`src/rtl/vertex_weld_dedup_assert.svh`:
```
// Assertion macros used by the probe unit (vwd_probe.sv).
// They sample on clk and are disabled while arst_n is low.
`ifndef VERTEX_WELD_DEDUP_ASSERT_SVH
`define VERTEX_WELD_DEDUP_ASSERT_SVH
`ifndef SYNTHESIS
`define VWD_ASSERT(lbl, expr) \
	lbl: assert property (@(posedge clk) disable iff (!arst_n) (expr)) \
	else $error("vertex weld check failed");
`define VWD_ASSERT_NEXT(lbl, ante, cons) \
	lbl: assert property (@(posedge clk) disable iff (!arst_n) (ante) |=> (cons)) \
	else $error("vertex weld sequence check failed");
`else
`define VWD_ASSERT(lbl, expr)
`define VWD_ASSERT_NEXT(lbl, ante, cons)
`endif
`endif

```
`src/rtl/vwd_pkg.sv`:
```
package vwd_pkg;
	localparam int MAX_VERTICES = 4096;
	localparam int HASH_SLOTS   = 8192;
	localparam int SLOT_W       = $clog2(HASH_SLOTS);
	localparam int CNT_W        = $clog2(MAX_VERTICES) + 1;
	localparam int IDX_W        = 12;
	localparam int COORD_W      = 32;
	localparam int EPOCH_W      = 8;
	localparam int QUEUE_DEPTH  = 2;

	localparam logic [63:0] HASH_C1 = 64'h9E3779B97F4A7C15;
	localparam logic [63:0] HASH_C2 = 64'hC2B2AE3D27D4EB4F;
	localparam logic [63:0] HASH_C3 = 64'hBF58476D1CE4E5B9;

	typedef struct packed {
		logic               first;
		logic [COORD_W-1:0] x;
		logic [COORD_W-1:0] y;
		logic [COORD_W-1:0] z;
		logic [SLOT_W-1:0]  slot;
	} req_t;

	typedef struct packed {
		logic               overflow;
		logic [COORD_W-1:0] z;
		logic [COORD_W-1:0] y;
		logic [COORD_W-1:0] x;
		logic               is_new;
		logic [IDX_W-1:0]   index;
	} result_t;

	// negative zero compares equal to positive zero
	function automatic logic [COORD_W-1:0] fold_zero(input logic [COORD_W-1:0] v);
		fold_zero = (v == {1'b1, {(COORD_W-1){1'b0}}}) ? '0 : v;
	endfunction
endpackage

```
`src/rtl/vwd_queue.sv`:
```
module vwd_queue (
	input  logic          clk,
	input  logic          arst_n,
	input  logic          in_valid,
	output logic          in_ready,
	input  vwd_pkg::req_t in_data,
	output logic          out_valid,
	input  logic          out_ready,
	output vwd_pkg::req_t out_data
);
	import vwd_pkg::*;

	localparam int PTR_W = $clog2(QUEUE_DEPTH);
	localparam int CNT_QW = $clog2(QUEUE_DEPTH + 1);

	req_t              mem_q [QUEUE_DEPTH];
	logic [PTR_W-1:0]  wr_ptr_q, rd_ptr_q;
	logic [CNT_QW-1:0] count_q;
	logic              push, pop;

	assign in_ready  = count_q != CNT_QW'(QUEUE_DEPTH);
	assign out_valid = count_q != '0;
	assign out_data  = mem_q[rd_ptr_q];
	assign push      = in_valid && in_ready;
	assign pop       = out_valid && out_ready;

	always_ff @(posedge clk or negedge arst_n) begin
		if (!arst_n) begin
			wr_ptr_q <= '0;
			rd_ptr_q <= '0;
			count_q  <= '0;
		end else begin
			if (push)
				wr_ptr_q <= (wr_ptr_q == PTR_W'(QUEUE_DEPTH - 1)) ? '0 : wr_ptr_q + 1'b1;
			if (pop)
				rd_ptr_q <= (rd_ptr_q == PTR_W'(QUEUE_DEPTH - 1)) ? '0 : rd_ptr_q + 1'b1;
			if (push && !pop)
				count_q <= count_q + 1'b1;
			else if (pop && !push)
				count_q <= count_q - 1'b1;
		end
	end

	always_ff @(posedge clk) begin
		if (push)
			mem_q[wr_ptr_q] <= in_data;
	end
endmodule

```
`config.mk`:
```
export PLATFORM = sky130hd
export DESIGN_NAME = vwd_queue
export DESIGN_NICKNAME = d
export VERILOG_FILES = /design/src/rtl/vertex_weld_dedup_assert.svh /design/src/rtl/vwd_pkg.sv /design/src/rtl/vwd_queue.sv
export SDC_FILE = /design/constraint.sdc
export NUM_CORES = 1
export LEC_CHECK = 0
export BUFFER_PORTS_ARGS = -buffer_cell sky130_fd_sc_hd__buf_2
export CORE_MARGIN = 4
export CORE_UTILIZATION = 35
export DETAILED_ROUTE_END_ITERATION = 6
export GPL_ROUTABILITY_DRIVEN = 0
export PLACE_DENSITY = 0.55
export SLEW_MARGIN = 20
export SYNTH_ARGS = -nofsm -noshare
export SYNTH_HDL_FRONTEND = slang
export SYNTH_SLANG_ARGS = --single-unit
```
`constraint.sdc`:
```
create_clock -name clk -period 9.17 [get_ports clk]
set_input_delay 0 -clock clk [delete_from_list [all_inputs] [get_ports clk]]
set_output_delay 0 -clock clk [all_outputs]
set_load 0.03 [all_outputs]
```
# After elaboration in Yosys (flattened, before gate mapping)
# Memory sizes are Yosys's and may differ from the RTL's.
# Index checks and enable logic that the tools add are counted.
dict set report totals {
  ff_bits 4
  mem_bits_rw 220
  output_inout_bits 112
  elab_cells 23
  memories 1
}
dict set report op_classes {
  add_sub_neg 4
  eq_ne 1
  mux 6
  reduce_logical 8
}
# name words word_bits read_ports rd_clocked_by_memory_dff write_ports line_no
set memory_table {}
lappend memory_table {mem_q 2 110 1 0 1 vwd_queue.sv:16} ;# req_t mem_q [QUEUE_DEPTH];
# op n
set op_table {}
lappend op_table {{$logic_and 1x1->1} 4}
lappend op_table {{$mux 1} 4}
lappend op_table {{$mux 2} 2}
lappend op_table {{$reduce_bool 2->1} 2}
lappend op_table {{$add 1x1->1 const B} 2}
lappend op_table {{$add 2x1->2 const B} 1}
lappend op_table {{$logic_not 1->1} 2}
lappend op_table {{$ne 2x2->1 const B} 1}
lappend op_table {{$sub 2x1->2 const B} 1}

# Longest topological paths before layout
dict set report depth {
  ltp_word 6
  ltp_mapped 7
  ltp_nobuf 7
}

# Least setup slack after synthesis
# OpenSTA, ideal clock, no wires.
dict set report synth_timing {
  path_kind {reg-to-reg}
  from {register count_q[0]}
  to {memory mem_q[0][0] (netlist bit), enable pin}
  setup_ps 580
  arrival_ps 5466
  required_time_ps 8590
  setup_slack_ps 3124
  path_stages_with_launch 4
  path_buffers 0
  period_less_slack_ps 6046
  path_cell_list {dfrtp_1 -> nand2b_1 -> nand2_1 -> nor2_1}
}
dict set report synth_via {
  elab_chain_cells 4
}
# element line_no
set synth_rtl {}
lappend synth_rtl {{start, declared} vwd_queue.sv:18} ;# logic [CNT_QW-1:0] count_q;
lappend synth_rtl {{start signal, assigned} vwd_queue.sv:38} ;# count_q <= count_q + 1'b1;
lappend synth_rtl {{start signal, assigned} vwd_queue.sv:40} ;# count_q <= count_q - 1'b1;
lappend synth_rtl {{$ne 2x2->1} vwd_queue.sv:21} ;# assign in_ready = count_q != CNT_QW'(QUEUE_DEPTH);
lappend synth_rtl {{named net in_ready} vwd_queue.sv:5} ;# output logic in_ready,
lappend synth_rtl {{$logic_and 1x1->1} vwd_queue.sv:24} ;# assign push = in_valid && in_ready;
lappend synth_rtl {{$mux 1} vwd_queue.sv:45} ;# if (push)
lappend synth_rtl {{$mux 1 (not written as such)} vwd_queue.sv:46} ;# mem_q[wr_ptr_q] <= in_data;
lappend synth_rtl {{end, declared} vwd_queue.sv:16}
# The timed path passes the listed nets, and every way through them passes these cells.

# Worst setup path after layout
dict set report layout_timing {
  from {register count_q[0]}
  to {memory mem_q[0][89] (netlist bit), enable pin}
}
dict set report layout_via {
  elab_chain_cells 4
}
# element line_no
set layout_rtl {}
lappend layout_rtl {{$ne 2x2->1} vwd_queue.sv:21}
lappend layout_rtl {{$logic_and 1x1->1} vwd_queue.sv:24}
lappend layout_rtl {{$mux 1} vwd_queue.sv:45}
lappend layout_rtl {{$mux 1 (not written as such)} vwd_queue.sv:46}
# No other way between the ends.

==> metrics.csv <==
metric;value;unit
status;finished, final reports clean;
DR pass1 iterations;4;
Final nets;832;
largest family of logic cells by synthesized area;multiplexers;
detailed placer's ending HPWL;10500;µm
pwr dens;320;nW/µm²
CP arrival;2.99;ns
post-synthesis mux area share;15.2;%
Worst slew margin;35.3;%
Req. time, crit path;9.29;ns
XOR/XNOR Fraction of Synth Area;0.537;%
most used cell, CP;buf_4;
die height;161;µm
Sequential Power Share;40.5;%
worst slew pin tran;0.970;ns
most frequent cells in the layout;buf_2 (225), edfxtp_1 (220), dlygate4sd3_1 (114);
Global Route Usage Sum;13.0;%
Cells on Worst Hold Path;2;
worst hold start;in_data[63];
clock root cell;clkbuf_16;
f_max;0.349;GHz
Net Sw Frac;35.4;%
placed instance count;890;
final worst-path setup slack;6.30;ns
Slowest-stage cell, CP;buf_4;
mean post-synth cell area;22.7;µm²
static leakage;4.30;nW
Int Power;2.37;mW
final setup violation count;0;
I/O Pins;226;
Hold-fix buffers, CTS;114;
DR WL/cell;16.6;µm
Max IR drop VDD;0.208;mV
post-layout utilization of the core;50.3;%
Vias;4579;
Final ANT Viol Nets;0;
Post-Synth Adder-Cell Area;0.153;%
compound-cell area share of the yosys netlist;0;%
delay of the slowest critical-path stage;0.77;ns
syn nets;475;
Cells after Synth;360;
clk slew on worst S/H paths;0.06;ns
FF-to-FF End;mem_q[0][89];
RSZ-0062 raised after global routing;false;
Clock Tree Buf Depth;3;
DRT Wirelength;17300;µm
initial DRC count;155;
post-DR vias/cell;4.38;
CTS tree;yes;
Max Slew Vio Count;0;
vias in the first global route;5023;
Crit Path Max Fanout;64;
FF-to-FF setup slack;6.30;ns
Hold Fails Final Rpt;0;
Starting Density;35.8;%
Core Area;22800;µm²
CTS Buf Count;24;
clock skew;0.00524;ns
crit start category;flip-flop;
critical path class;reg -> reg;
Combinational Power Share;35.5;%
Layout Cells excl Fill;1045;
# H-tree levels;1;
# DRC;0;
wire length on met3;1270;µm
Tcrit/Tclk final;31.3;%
later-pin clock latency in the skew report;0.50;ns
Yosys cell types;14;
largest net degree at the start of global routing;71;
min cycle time layout;2.87;ns
Hold Path End;mem_q[1][63];
first-pass GRT wire length;26900;µm
layout cells sized above 1;51.2;%
top sig layer;met4;
M1 WL;6970;µm
global route overflow;0;
maxcap violations;0;
Area growth, synth to finish;40.5;%
post_cts resized;0;
reg2reg start;count_q[0];
post-CTS setup buffer count;0;
clock sinks;224;
synthesized area;8160;µm²
Hold Crit Class;in -> reg;
commonest non-fill, non-tap cell in the layout;buf_2;
Crit. End Element;flip-flop;
yosys warns;0;
clock share of power;24.0;%
sequential area share after synthesis;82.2;%
setup tns final;0;ns
Worst Reg-to-Reg Cells;5;
pre-CTS WS;6.22;ns
die width;161;µm
die area;25800;µm²
Port Buf Inserts;225;
antenna violations before repair;1;
crit-path cells;nand2b_1 -> nand2_1 -> nor2_4 -> buf_4 -> buf_4;
met2 wire len;8730;µm
# rows;55;
synthesized flop and latch total;224;
switching pwr;1.30;mW
Post-Synth Simple-Gate Area;0.414;%
Tot Pwr;3.67;mW
worst max-delay path by stage:
| stage | startpoint | to | slack [ns] | cells after the start |
|---|---|---|---|---|
| 2_1_floorplan | count_q[0] | mem_q[0][0] | 3.12 | 3 |
| 3_3_place_gp | count_q[0] | mem_q[0][11] | 6.30 | 5 |
| 3_5_place_dp | count_q[0] | mem_q[0][3] | 6.22 | 5 |
| 4_1_cts | count_q[0] | mem_q[0][14] | 6.20 | 5 |
| 5_1_grt | count_q[0] | mem_q[0][89] | 6.04 | 5 |
| 6_report | count_q[0] | mem_q[0][89] | 6.30 | 5 |
critical path, delay by kind of cell, from the launching register on:
family	cells	cell delay, ns
AND/OR/NAND/NOR	3	0.78
flip-flops	1	0.40
buffers and inverters	2	1.25
sequential cells by signal, indices dropped and copies added, names as in the netlist:
register	count
mem_q	220
count_q	2
rd_ptr_q	1
wr_ptr_q	1
stage by stage:
| stage | hold WS [ns] | area [µm²] |
|---|---|---|
| floorplan | -0.296 | 8160 |
| global placement | -0.192 | 9600 |
| detailed placement | -0.182 | 9600 |
| CTS | 0.188 | 11500 |
| global route | 0.201 | 11500 |
| finish | 0.216 | 11500 |
Yosys cell counts:
| library cell | n | area [µm²] |
|---|---|---|
| buf_6 | 10 | 113 |
| inv_1 | 1 | 3.75 |
| dfrtp_1 | 4 | 100 |
| edfxtp_1 | 220 | 6610 |
| ha_1 | 1 | 12.5 |
| buf_2 | 2 | 10.0 |
| nor2_1 | 2 | 7.51 |
| nand2_1 | 2 | 7.51 |
| mux2_2 | 110 | 1240 |
| and3_1 | 1 | 6.26 |
| xnor2_1 | 3 | 26.3 |
| nand2b_1 | 1 | 6.26 |
| or2_2 | 1 | 6.26 |
| xor2_1 | 2 | 17.5 |
cell type report:
| cell class | instances | area, µm² |
|---|---|---|
| Fill cell | 1908 | 11300 |
| Sequential cell | 224 | 6710 |
| Timing Repair Buffer | 343 | 2300 |
| Multi-Input combinational cell | 123 | 1340 |
| Clock buffer | 27 | 633 |
| Tap cell | 313 | 392 |
| Clock inverter | 13 | 86.3 |
| Inverter | 1 | 3.75 |
| Antenna cell | 1 | 2.50 |
power groups by stage:
stage / Sequential (mW) / Clock, mW / Combinational, mW
floorplan: 1.49 / 0 / 0.984
global placement: 1.50 / 0 / 1.27
detailed placement: 1.51 / 0 / 1.28
CTS: 1.49 / 0.915 / 1.32
global route: 1.51 / 0.959 / 1.38
finish: 1.49 / 0.880 / 1.30
cell families (layout without fill, tap and decap cells):
| kind of cell | Yosys count | in the layout |
|---|---|---|
| multiplexers | 110 | 110 |
| other | 0 | 1 |
| flip-flops | 224 | 224 |
| buffers and inverters | 13 | 384 |
| XOR/XNOR | 5 | 5 |
| adder cells (fa/ha/maj) | 1 | 1 |
| AND/OR/NAND/NOR | 7 | 7 |
metal layers:
metal,vias to the layer above,global-route usage [%]
met3,26,4.03
met1,2242,15.4
met4,0,3.37
met2,156,22.9
li1,2155,-
met5,-,0
Note: power is estimated with default switching activity, not from simulation.
