### src/rtl/vertex_weld_dedup_assert.svh
// Assertion macros used by the probe unit (vwd_probe.sv).
// They sample on clk and are disabled while arst_n is low.
`ifndef VERTEX_WELD_DEDUP_ASSERT_SVH
`define VERTEX_WELD_DEDUP_ASSERT_SVH
`ifndef SYNTHESIS
`define VWD_ASSERT(lbl, expr) \
	lbl: assert property (@(posedge clk) disable iff (!arst_n) (expr)) \
	else $error("vertex weld check failed");
`define VWD_ASSERT_NEXT(lbl, ante, cons) \
	lbl: assert property (@(posedge clk) disable iff (!arst_n) (ante) |=> (cons)) \
	else $error("vertex weld sequence check failed");
`else
`define VWD_ASSERT(lbl, expr)
`define VWD_ASSERT_NEXT(lbl, ante, cons)
`endif
`endif

### src/rtl/vwd_pkg.sv
package vwd_pkg;
	localparam int MAX_VERTICES = 4096;
	localparam int HASH_SLOTS   = 8192;
	localparam int SLOT_W       = $clog2(HASH_SLOTS);
	localparam int CNT_W        = $clog2(MAX_VERTICES) + 1;
	localparam int IDX_W        = 12;
	localparam int COORD_W      = 32;
	localparam int EPOCH_W      = 8;
	localparam int QUEUE_DEPTH  = 2;

	localparam logic [63:0] HASH_C1 = 64'h9E3779B97F4A7C15;
	localparam logic [63:0] HASH_C2 = 64'hC2B2AE3D27D4EB4F;
	localparam logic [63:0] HASH_C3 = 64'hBF58476D1CE4E5B9;

	typedef struct packed {
		logic               first;
		logic [COORD_W-1:0] x;
		logic [COORD_W-1:0] y;
		logic [COORD_W-1:0] z;
		logic [SLOT_W-1:0]  slot;
	} req_t;

	typedef struct packed {
		logic               overflow;
		logic [COORD_W-1:0] z;
		logic [COORD_W-1:0] y;
		logic [COORD_W-1:0] x;
		logic               is_new;
		logic [IDX_W-1:0]   index;
	} result_t;

	// negative zero compares equal to positive zero
	function automatic logic [COORD_W-1:0] fold_zero(input logic [COORD_W-1:0] v);
		fold_zero = (v == {1'b1, {(COORD_W-1){1'b0}}}) ? '0 : v;
	endfunction
endpackage

### src/rtl/vwd_front.sv
module vwd_front (
	input  logic           clk,
	input  logic           arst_n,
	input  logic           s_tvalid,
	output logic           s_tready,
	input  logic [95:0]    s_tdata,
	input  logic           s_tuser,
	output logic           push_valid,
	input  logic           push_ready,
	output vwd_pkg::req_t  push_data
);
	import vwd_pkg::*;

	localparam logic [3:0] STEP_LAST = 4'd11;

	logic                busy_q;
	logic [3:0]          step_q;
	logic                first_q;
	logic [COORD_W-1:0]  x_q, y_q, z_q;
	logic [63:0]         prod_q, acc_q, m2_q, g_q;
	logic [31:0]         mul_a, mul_b;
	logic [63:0]         h1;
	logic [COORD_W-1:0]  fx, fy, fz;

	assign fx = fold_zero(x_q);
	assign fy = fold_zero(y_q);
	assign fz = fold_zero(z_q);
	assign h1 = acc_q ^ m2_q;

	// one 32x32 multiplier, shared over the three 64-bit products
	always_comb begin
		case (step_q)
			4'd0: begin mul_a = fy;         mul_b = HASH_C1[31:0];  end
			4'd1: begin mul_a = fy;         mul_b = HASH_C1[63:32]; end
			4'd2: begin mul_a = fx;         mul_b = HASH_C1[31:0];  end
			4'd3: begin mul_a = fz;         mul_b = HASH_C2[31:0];  end
			4'd4: begin mul_a = fz;         mul_b = HASH_C2[63:32]; end
			4'd7: begin mul_a = g_q[31:0];  mul_b = HASH_C3[31:0];  end
			4'd8: begin mul_a = g_q[31:0];  mul_b = HASH_C3[63:32]; end
			4'd9: begin mul_a = g_q[63:32]; mul_b = HASH_C3[31:0];  end
			default: begin mul_a = '0;      mul_b = '0;             end
		endcase
	end

	always_ff @(posedge clk or negedge arst_n) begin
		if (!arst_n) begin
			busy_q <= 1'b0;
			step_q <= '0;
		end else if (!busy_q) begin
			if (s_tvalid) begin
				busy_q <= 1'b1;
				step_q <= '0;
			end
		end else if (step_q != STEP_LAST) begin
			step_q <= step_q + 4'd1;
		end else if (push_ready) begin
			busy_q <= 1'b0;
		end
	end

	always_ff @(posedge clk) begin
		if (!busy_q && s_tvalid) begin
			first_q <= s_tuser;
			x_q     <= s_tdata[31:0];
			y_q     <= s_tdata[63:32];
			z_q     <= s_tdata[95:64];
		end
		prod_q <= {32'd0, mul_a} * {32'd0, mul_b};
		if (busy_q) begin
			case (step_q)
				4'd1, 4'd8: acc_q <= prod_q;
				4'd2, 4'd3, 4'd9, 4'd10: acc_q[63:32] <= acc_q[63:32] + prod_q[31:0];
				4'd4: m2_q <= prod_q;
				4'd5: m2_q[63:32] <= m2_q[63:32] + prod_q[31:0];
				4'd6: g_q <= h1 ^ (h1 >> 29);
				default: ;
			endcase
		end
	end

	assign s_tready        = !busy_q;
	assign push_valid      = busy_q && (step_q == STEP_LAST);
	assign push_data.first = first_q;
	assign push_data.x     = x_q;
	assign push_data.y     = y_q;
	assign push_data.z     = z_q;
	assign push_data.slot  = acc_q[SLOT_W-1:0] ^ acc_q[SLOT_W+31:32];
endmodule

### config.mk
export PLATFORM = sky130hd
export DESIGN_NAME = vwd_front
export DESIGN_NICKNAME = d
export VERILOG_FILES = /design/src/rtl/vertex_weld_dedup_assert.svh /design/src/rtl/vwd_pkg.sv /design/src/rtl/vwd_front.sv
export SDC_FILE = /design/constraint.sdc
export NUM_CORES = 2
export LEC_CHECK = 0
export BUFFER_PORTS_ARGS = -buffer_cell sky130_fd_sc_hd__buf_2
export CORE_AREA = 3 3 332 334
export CTS_BUF_LIST = sky130_fd_sc_hd__clkbuf_2 sky130_fd_sc_hd__clkbuf_4 sky130_fd_sc_hd__clkbuf_8
export DETAILED_ROUTE_END_ITERATION = 12
export DIE_AREA = 0 0 335 337
export GPL_TIMING_DRIVEN = 0
export HOLD_SLACK_MARGIN = 0.06
export PLACE_DENSITY = 0.7
export SKIP_CTS_REPAIR_TIMING = 1
export SLEW_MARGIN = 30
export SYNTH_ARGS = -nofsm -noshare
export SYNTH_HDL_FRONTEND = slang
export SYNTH_SLANG_ARGS = --single-unit
export TNS_END_PERCENT = 10
### constraint.sdc
create_clock -name clk -period 8.02 [get_ports clk]
set_clock_uncertainty 0.2 [all_clocks]
set_input_delay 0.401 -clock clk [delete_from_list [all_inputs] [get_ports clk]]
set_output_delay 0.401 -clock clk [all_outputs]
set_load 0.02 [all_outputs]
* Word-level counts from Yosys, hierarchy flattened *
Index checks and enable logic that the tools add are counted.

storage, ports and cells
  input bits = 101
  register bits = 358
  output and inout bits = 112

operators by class
  equality and inequality tests = 16
  reduce and logical (&&, ||, !) cells = 20
  multipliers = 1
  bitwise gates (word level) = 3
  add/subtract/negate cells = 3
  mux-type cells = 14

operator list
  operator                                       count
  case mux 32 bit (6 select lines)               1
  case mux 32 bit (5 select lines)               1
  case mux 32 bit (2 select lines)               2
  == test 32 bit, second input constant          3
  2-to-1 mux 32 bit                              3
  adder 32 bit                                   2
  multiplier 32 x 32 -> 64 bit                   1
  XOR 64 x 35 -> 64 bit                          1
  XOR 64 bit                                     1
  == test 4 x 3 -> 1 bit, second input constant  4
  == test 4 bit, second input constant           4
  XOR 13 bit                                     1
  2-to-1 mux 4 bit                               3
  AND reduction 2 bit                            6
  OR reduction 2 bit                             6
  == test 4 x 2 -> 1 bit, second input constant  2
  nonzero test 2 bit                             3
  adder 4 x 1 -> 4 bit, second input constant    1
  == test 4 x 1 -> 1 bit, second input constant  1
  logical NOT 4 bit                              1
  2-to-1 mux 1 bit                               4
  != test 4 bit, second input constant           1
  OR reduction 4 bit                             1
  logical AND 1 bit                              2
  2 further kinds                                2

* Depth between registers and ports, before layout *
  word-level depth = 4
  mapped depth = 38

* Least setup slack after synthesis *
No wires, ideal clock.

  path kind = register -> register
  start = register step_q[0]
  end = register prod_q[57]
  period minus slack after synthesis = 8.879 ns
  slack = -0.859 ns
  cell stages (with the launch flop) = 34
  library setup time = 0.126 ns
  arrival = 8.553 ns
  path through = dfrtp_1 ha_1 buf_2 nor2b_1 nand2_1 o21ai_1 clkbuf_1 a221o_1 inv_1 clkbuf_1 nor2_1 fa_1 inv_1 fa_1 fa_1 fa_1 inv_1 fa_1 fa_1 fa_1 inv_1 fa_1 inv_1 ha_1 a21oi_1 o21ai_0 a311oi_1 a211oi_1 a211oi_2 a31o_2 o21ai_2 a311oi_2 o21bai_1 xor2_1

between the ends
  word-level cells in the longest chain between the ends = 4
  elaborated cells between the ends (all ways) = 16
  classes of those cells = mul (1); eq/ne (7); mux (2); reduce/logical (6)

ends and longest elaborated chain
  item                                                                                         RTL line         source
  start, declared                                                                              vwd_front.sv:17  logic [3:0] step_q;
  start signal, assigned                                                                       vwd_front.sv:55  step_q <= step_q + 4'd1;
  == test 4 bit, or another cell as far along                                                  vwd_front.sv:32  case (step_q)
  OR reduction 2 bit (no line)                                                                 --
  case mux 32 bit (6 select lines) / case mux 32 bit (5 select lines) (equally long branches)  vwd_front.sv:32
  multiplier 32 x 32 -> 64 bit (*)                                                             vwd_front.sv:68  prod_q <= {32'd0, mul_a} * {32'd0, mul_b};
  end signal, assigned                                                                         vwd_front.sv:68
  end, declared                                                                                vwd_front.sv:20  logic [63:0] prod_q, acc_q, m2_q, g_q;

Every way passes the cells marked *; elsewhere a longest branch is shown, timed or not.
A chain may end at the register's enable or synchronous reset.

* Final worst setup path *
  start = register z_q[20]
  end = register prod_q[57]

between the ends
  word-level cells in the longest chain between the ends = 4

ends and longest elaborated chain
  item                                  RTL line         source
  start, declared                       vwd_front.sv:19  logic [COORD_W-1:0] x_q, y_q, z_q;
  start signal, assigned                vwd_front.sv:66  z_q <= s_tdata[95:64];
  == test 32 bit                        vwd_pkg.sv:34    fold_zero = (v == {1'b1, {(COORD_W-1){1'b0}}}) ? '0 : v;
  2-to-1 mux 32 bit (*)                 vwd_pkg.sv:34
  case mux 32 bit (5 select lines) (*)  vwd_front.sv:32
  multiplier 32 x 32 -> 64 bit (*)      vwd_front.sv:68

Marks and branches as above.

==> summary.md <==
| Metric | Value |
|---|---|
| Final worst setup slack | -1.68 ns |
| Worst setup EP type | register |
| Worst slack, placed | -3.25 ns |
| Yosys Warn Count | 0 |
| EDFF count, synth | 289 |
| Headroom to the max-slew limit | 39.6% |
| Failing checks | setup timing |
| Slew @ Worst Pin | 0.905 ns |
| CP startpoint | z_q[20]$_DFFE_PP_ |
| Status | finished, violations left |
| DIE HEIGHT | 337 microns |
| Die Wd | 335 microns |
| Multiplexer area fraction after synthesis | 0.109% |
| Die area | 113000 sq um |
| HPWL Detailed | 160 mm |
| Asr flop ratio synth | 1.40% |
| Synth top cells by count | 1069 x inv_1, 892 x fa_1, 663 x nor2_1, 505 x nand2_1, 335 x ha_1 |
| Ranking of synthesized cells by area | fa_1 37%, edfxtp_1 18%, ha_1 8.7% |
| CTS sink cnt | 358 |
| Post-Syn Area per Cell | 9.64 sq um |
| Gpl congestion | 1.03 |
| CTS root buf | clkbuf_8 |
| Top_reg_cell synth | edfxtp_1 |
| Hold path depth | 4 |
| Crit path DAT | 10.00 ns |
| Wirelength per Cell | 27.3 microns |
| Adder-Cell Fraction of Synth Area | 45.7% |
| Xor-xnor portion of the synthesized cell area | 4.19% |
| R2R Setup Slk | -1.68 ns |
| Drt drc | 0 |
| Setup CP Type | register to register |
| Num ports | 213 |
| Clock latency on the worst-skew pair | 0.69 ns |
| Initial Utilization | 45.0% |
| Hold WC Path Type | primary input to register |
| Layout cell share with drive strength beyond 1 | 16.6% |
| Worst r2r path cells | 31 |
| Worst hold margin | 0.0627 ns |
| CP endpoint | prod_q[57]$_DFF_P_ |
| Post-DP Area | 52100 sq um |
| Hold Vio Cnt, Final | 0 |
| Cell with the most instances after synthesis | inv_1 |
| Overflow after GRT | 0 |
| CTS tree | done |
| Max Freq | 0.103 GHz |
| Antenna-violating nets left | 0 |
| Synth Area in Simple Gates | 11.4% |
| Row count | 120 |
| Critical Path RT | 8.31 ns |
| Detailed-route via count | 39881 |
| Seq/Total Area, Yosys | 20.9% |
| Clock Tree Buf Depth | 3 |
| Core Area | 107000 sq um |
| PortBufs | 212 |
| Vias in the first global route | 39709 |
| Worst reg2reg endpoint | prod_q[57]$_DFF_P_ |
| Slowest CP cell | fa_1 |
| Area leader, netlist | fa_1 |
| Tmin final | 9.70 ns |
| Drt first pass iters | 6 |
| Clk pin slew, worst setup/hold paths | 0.07 ns |
| Total track usage | 33.2% |
| Reg2reg start | z_q[20]$_DFFE_PP_ |
| Inserted Clock Buffers | 53 |
| Tcrit/Tclk final | 121% |
| Slowest stage delay, CP | 0.61 ns |
| Most frequent cell on the critical path | fa_1 |
| Final WL | 190 mm |
| Type of origin of the critical path | register |
| Max-cap viol count | 0 |
| Syn nets | 6333 |
| Sum of negative setup slack | -53.44 ns |
| Area share of the leading cell type in the synthesized netlist | 37.0% |
| # nets final | 6849 |
| Pin count of the biggest net entering global routing | 25 |
| Yosys cell types | 86 |
| Final setup fails | 52 |
| #FFs+latches synth | 358 |
| Post-route design area | 57000 sq um |
| RSZ-0062 raised after global routing | yes |
| Synth Area in Compound Gates | 7.72% |
| Vias per cell | 5.72 |
| Largest family of logic cells by synthesized area | adder cells |
| Maximum fanout along the worst path | 8 |
| Synth Cell Area | 48300 sq um |
| Antenna violations before repair | 9 |
| Iter 0 DRT Violations | 5028 |
| Final Max Slew Viols | 0 |
| H-tree lvl count | 2 |
| Synth-to-Final Area Change | 18.0% |
| Mapped Cells | 5005 |
| First-pass GRT wire length | 270 mm |
==> cell families after synthesis <==
kind of cell    Yosys count
mux                       5
xor+xnor                231
simple gates           1346
fa+ha+maj              1227
flops                   358
buf+inv                1275
compound gates          563
==> routing by layer <==
metal | track usage, % | part of all wire [%] | up-vias
met4 | 17.7 | 6.6 | 12
met1 | 42.7 | 37 | 20037
met5 | 0 | 0.092 | -
met2 | 50.9 | 44 | 2698
li1 | - | - | 16503
met3 | 9.51 | 13 | 631
==> critical path, delay by kind of cell (launching register included) <==
kind | cells | cell delay (ns)
simple gates | 4 | 1.03
buf+inv | 8 | 1.20
xor+xnor | 1 | 0.16
compound gates | 9 | 2.03
fa+ha+maj | 9 | 4.37
flops | 1 | 0.54
==> layout make-up <==
class,count,area [sq um]
timing repair buffer,472,3630
inverter,1076,4110
sequential,358,10100
buffer,188,1460
tap,1403,1760
antenna,5,12.5
fill,9606,50200
clock buffer,81,990
clock inverter,15,106
multi-input combinational,3372,34800
==> sequential cells by signal (all words and copies together), names as in the netlist <==
register and flops:
acc_q 64, first_q 1, busy_q 1, prod_q 64
step_q 4, m2_q 64, g_q 64, y_q 32
x_q 32, z_q 32
==> metrics by stage <==
stage               instances  util (%)
finish                   6970      53.1
global route             6966      53.1
CTS                      6759      49.7
detailed placement       6663      48.6
global placement         6620      48.1
floorplan                5005         -
==> placed cells by master (no fill, tap or decap), drive strengths merged, types with 17 or more instances in the layout <==
cell         instances
nand2              505
o21a                18
inv               1061
clkinvlp            17
a22oi               32
nand4               24
buf                449
ha                 335
o21ai              171
edfxtp             289
xnor2              126
xor2               105
a221o               18
a21oi              137
a211oi              19
and3                17
fa                 892
nor2               663
o21bai              19
nor4                25
a21o                64
clkbuf             191
dfxtp               64
dlygate4sd3        101
nand3               21
==> how the worst min path moves through the flow <==
stage,startpoint,endpoint
detailed placement,arst_n,busy_q$_DFF_PN0_
floorplan,arst_n,busy_q$_DFF_PN0_
finish,s_tvalid,step_q[1]$_DFFE_PN0P_
global placement,arst_n,busy_q$_DFF_PN0_
CTS,arst_n,busy_q$_DFF_PN0_
global route,s_tvalid,step_q[1]$_DFFE_PN0P_
Power is left out: the tool's default activity adds up to more than one toggle a clock period on the data nets, which glitch-free logic cannot reach.
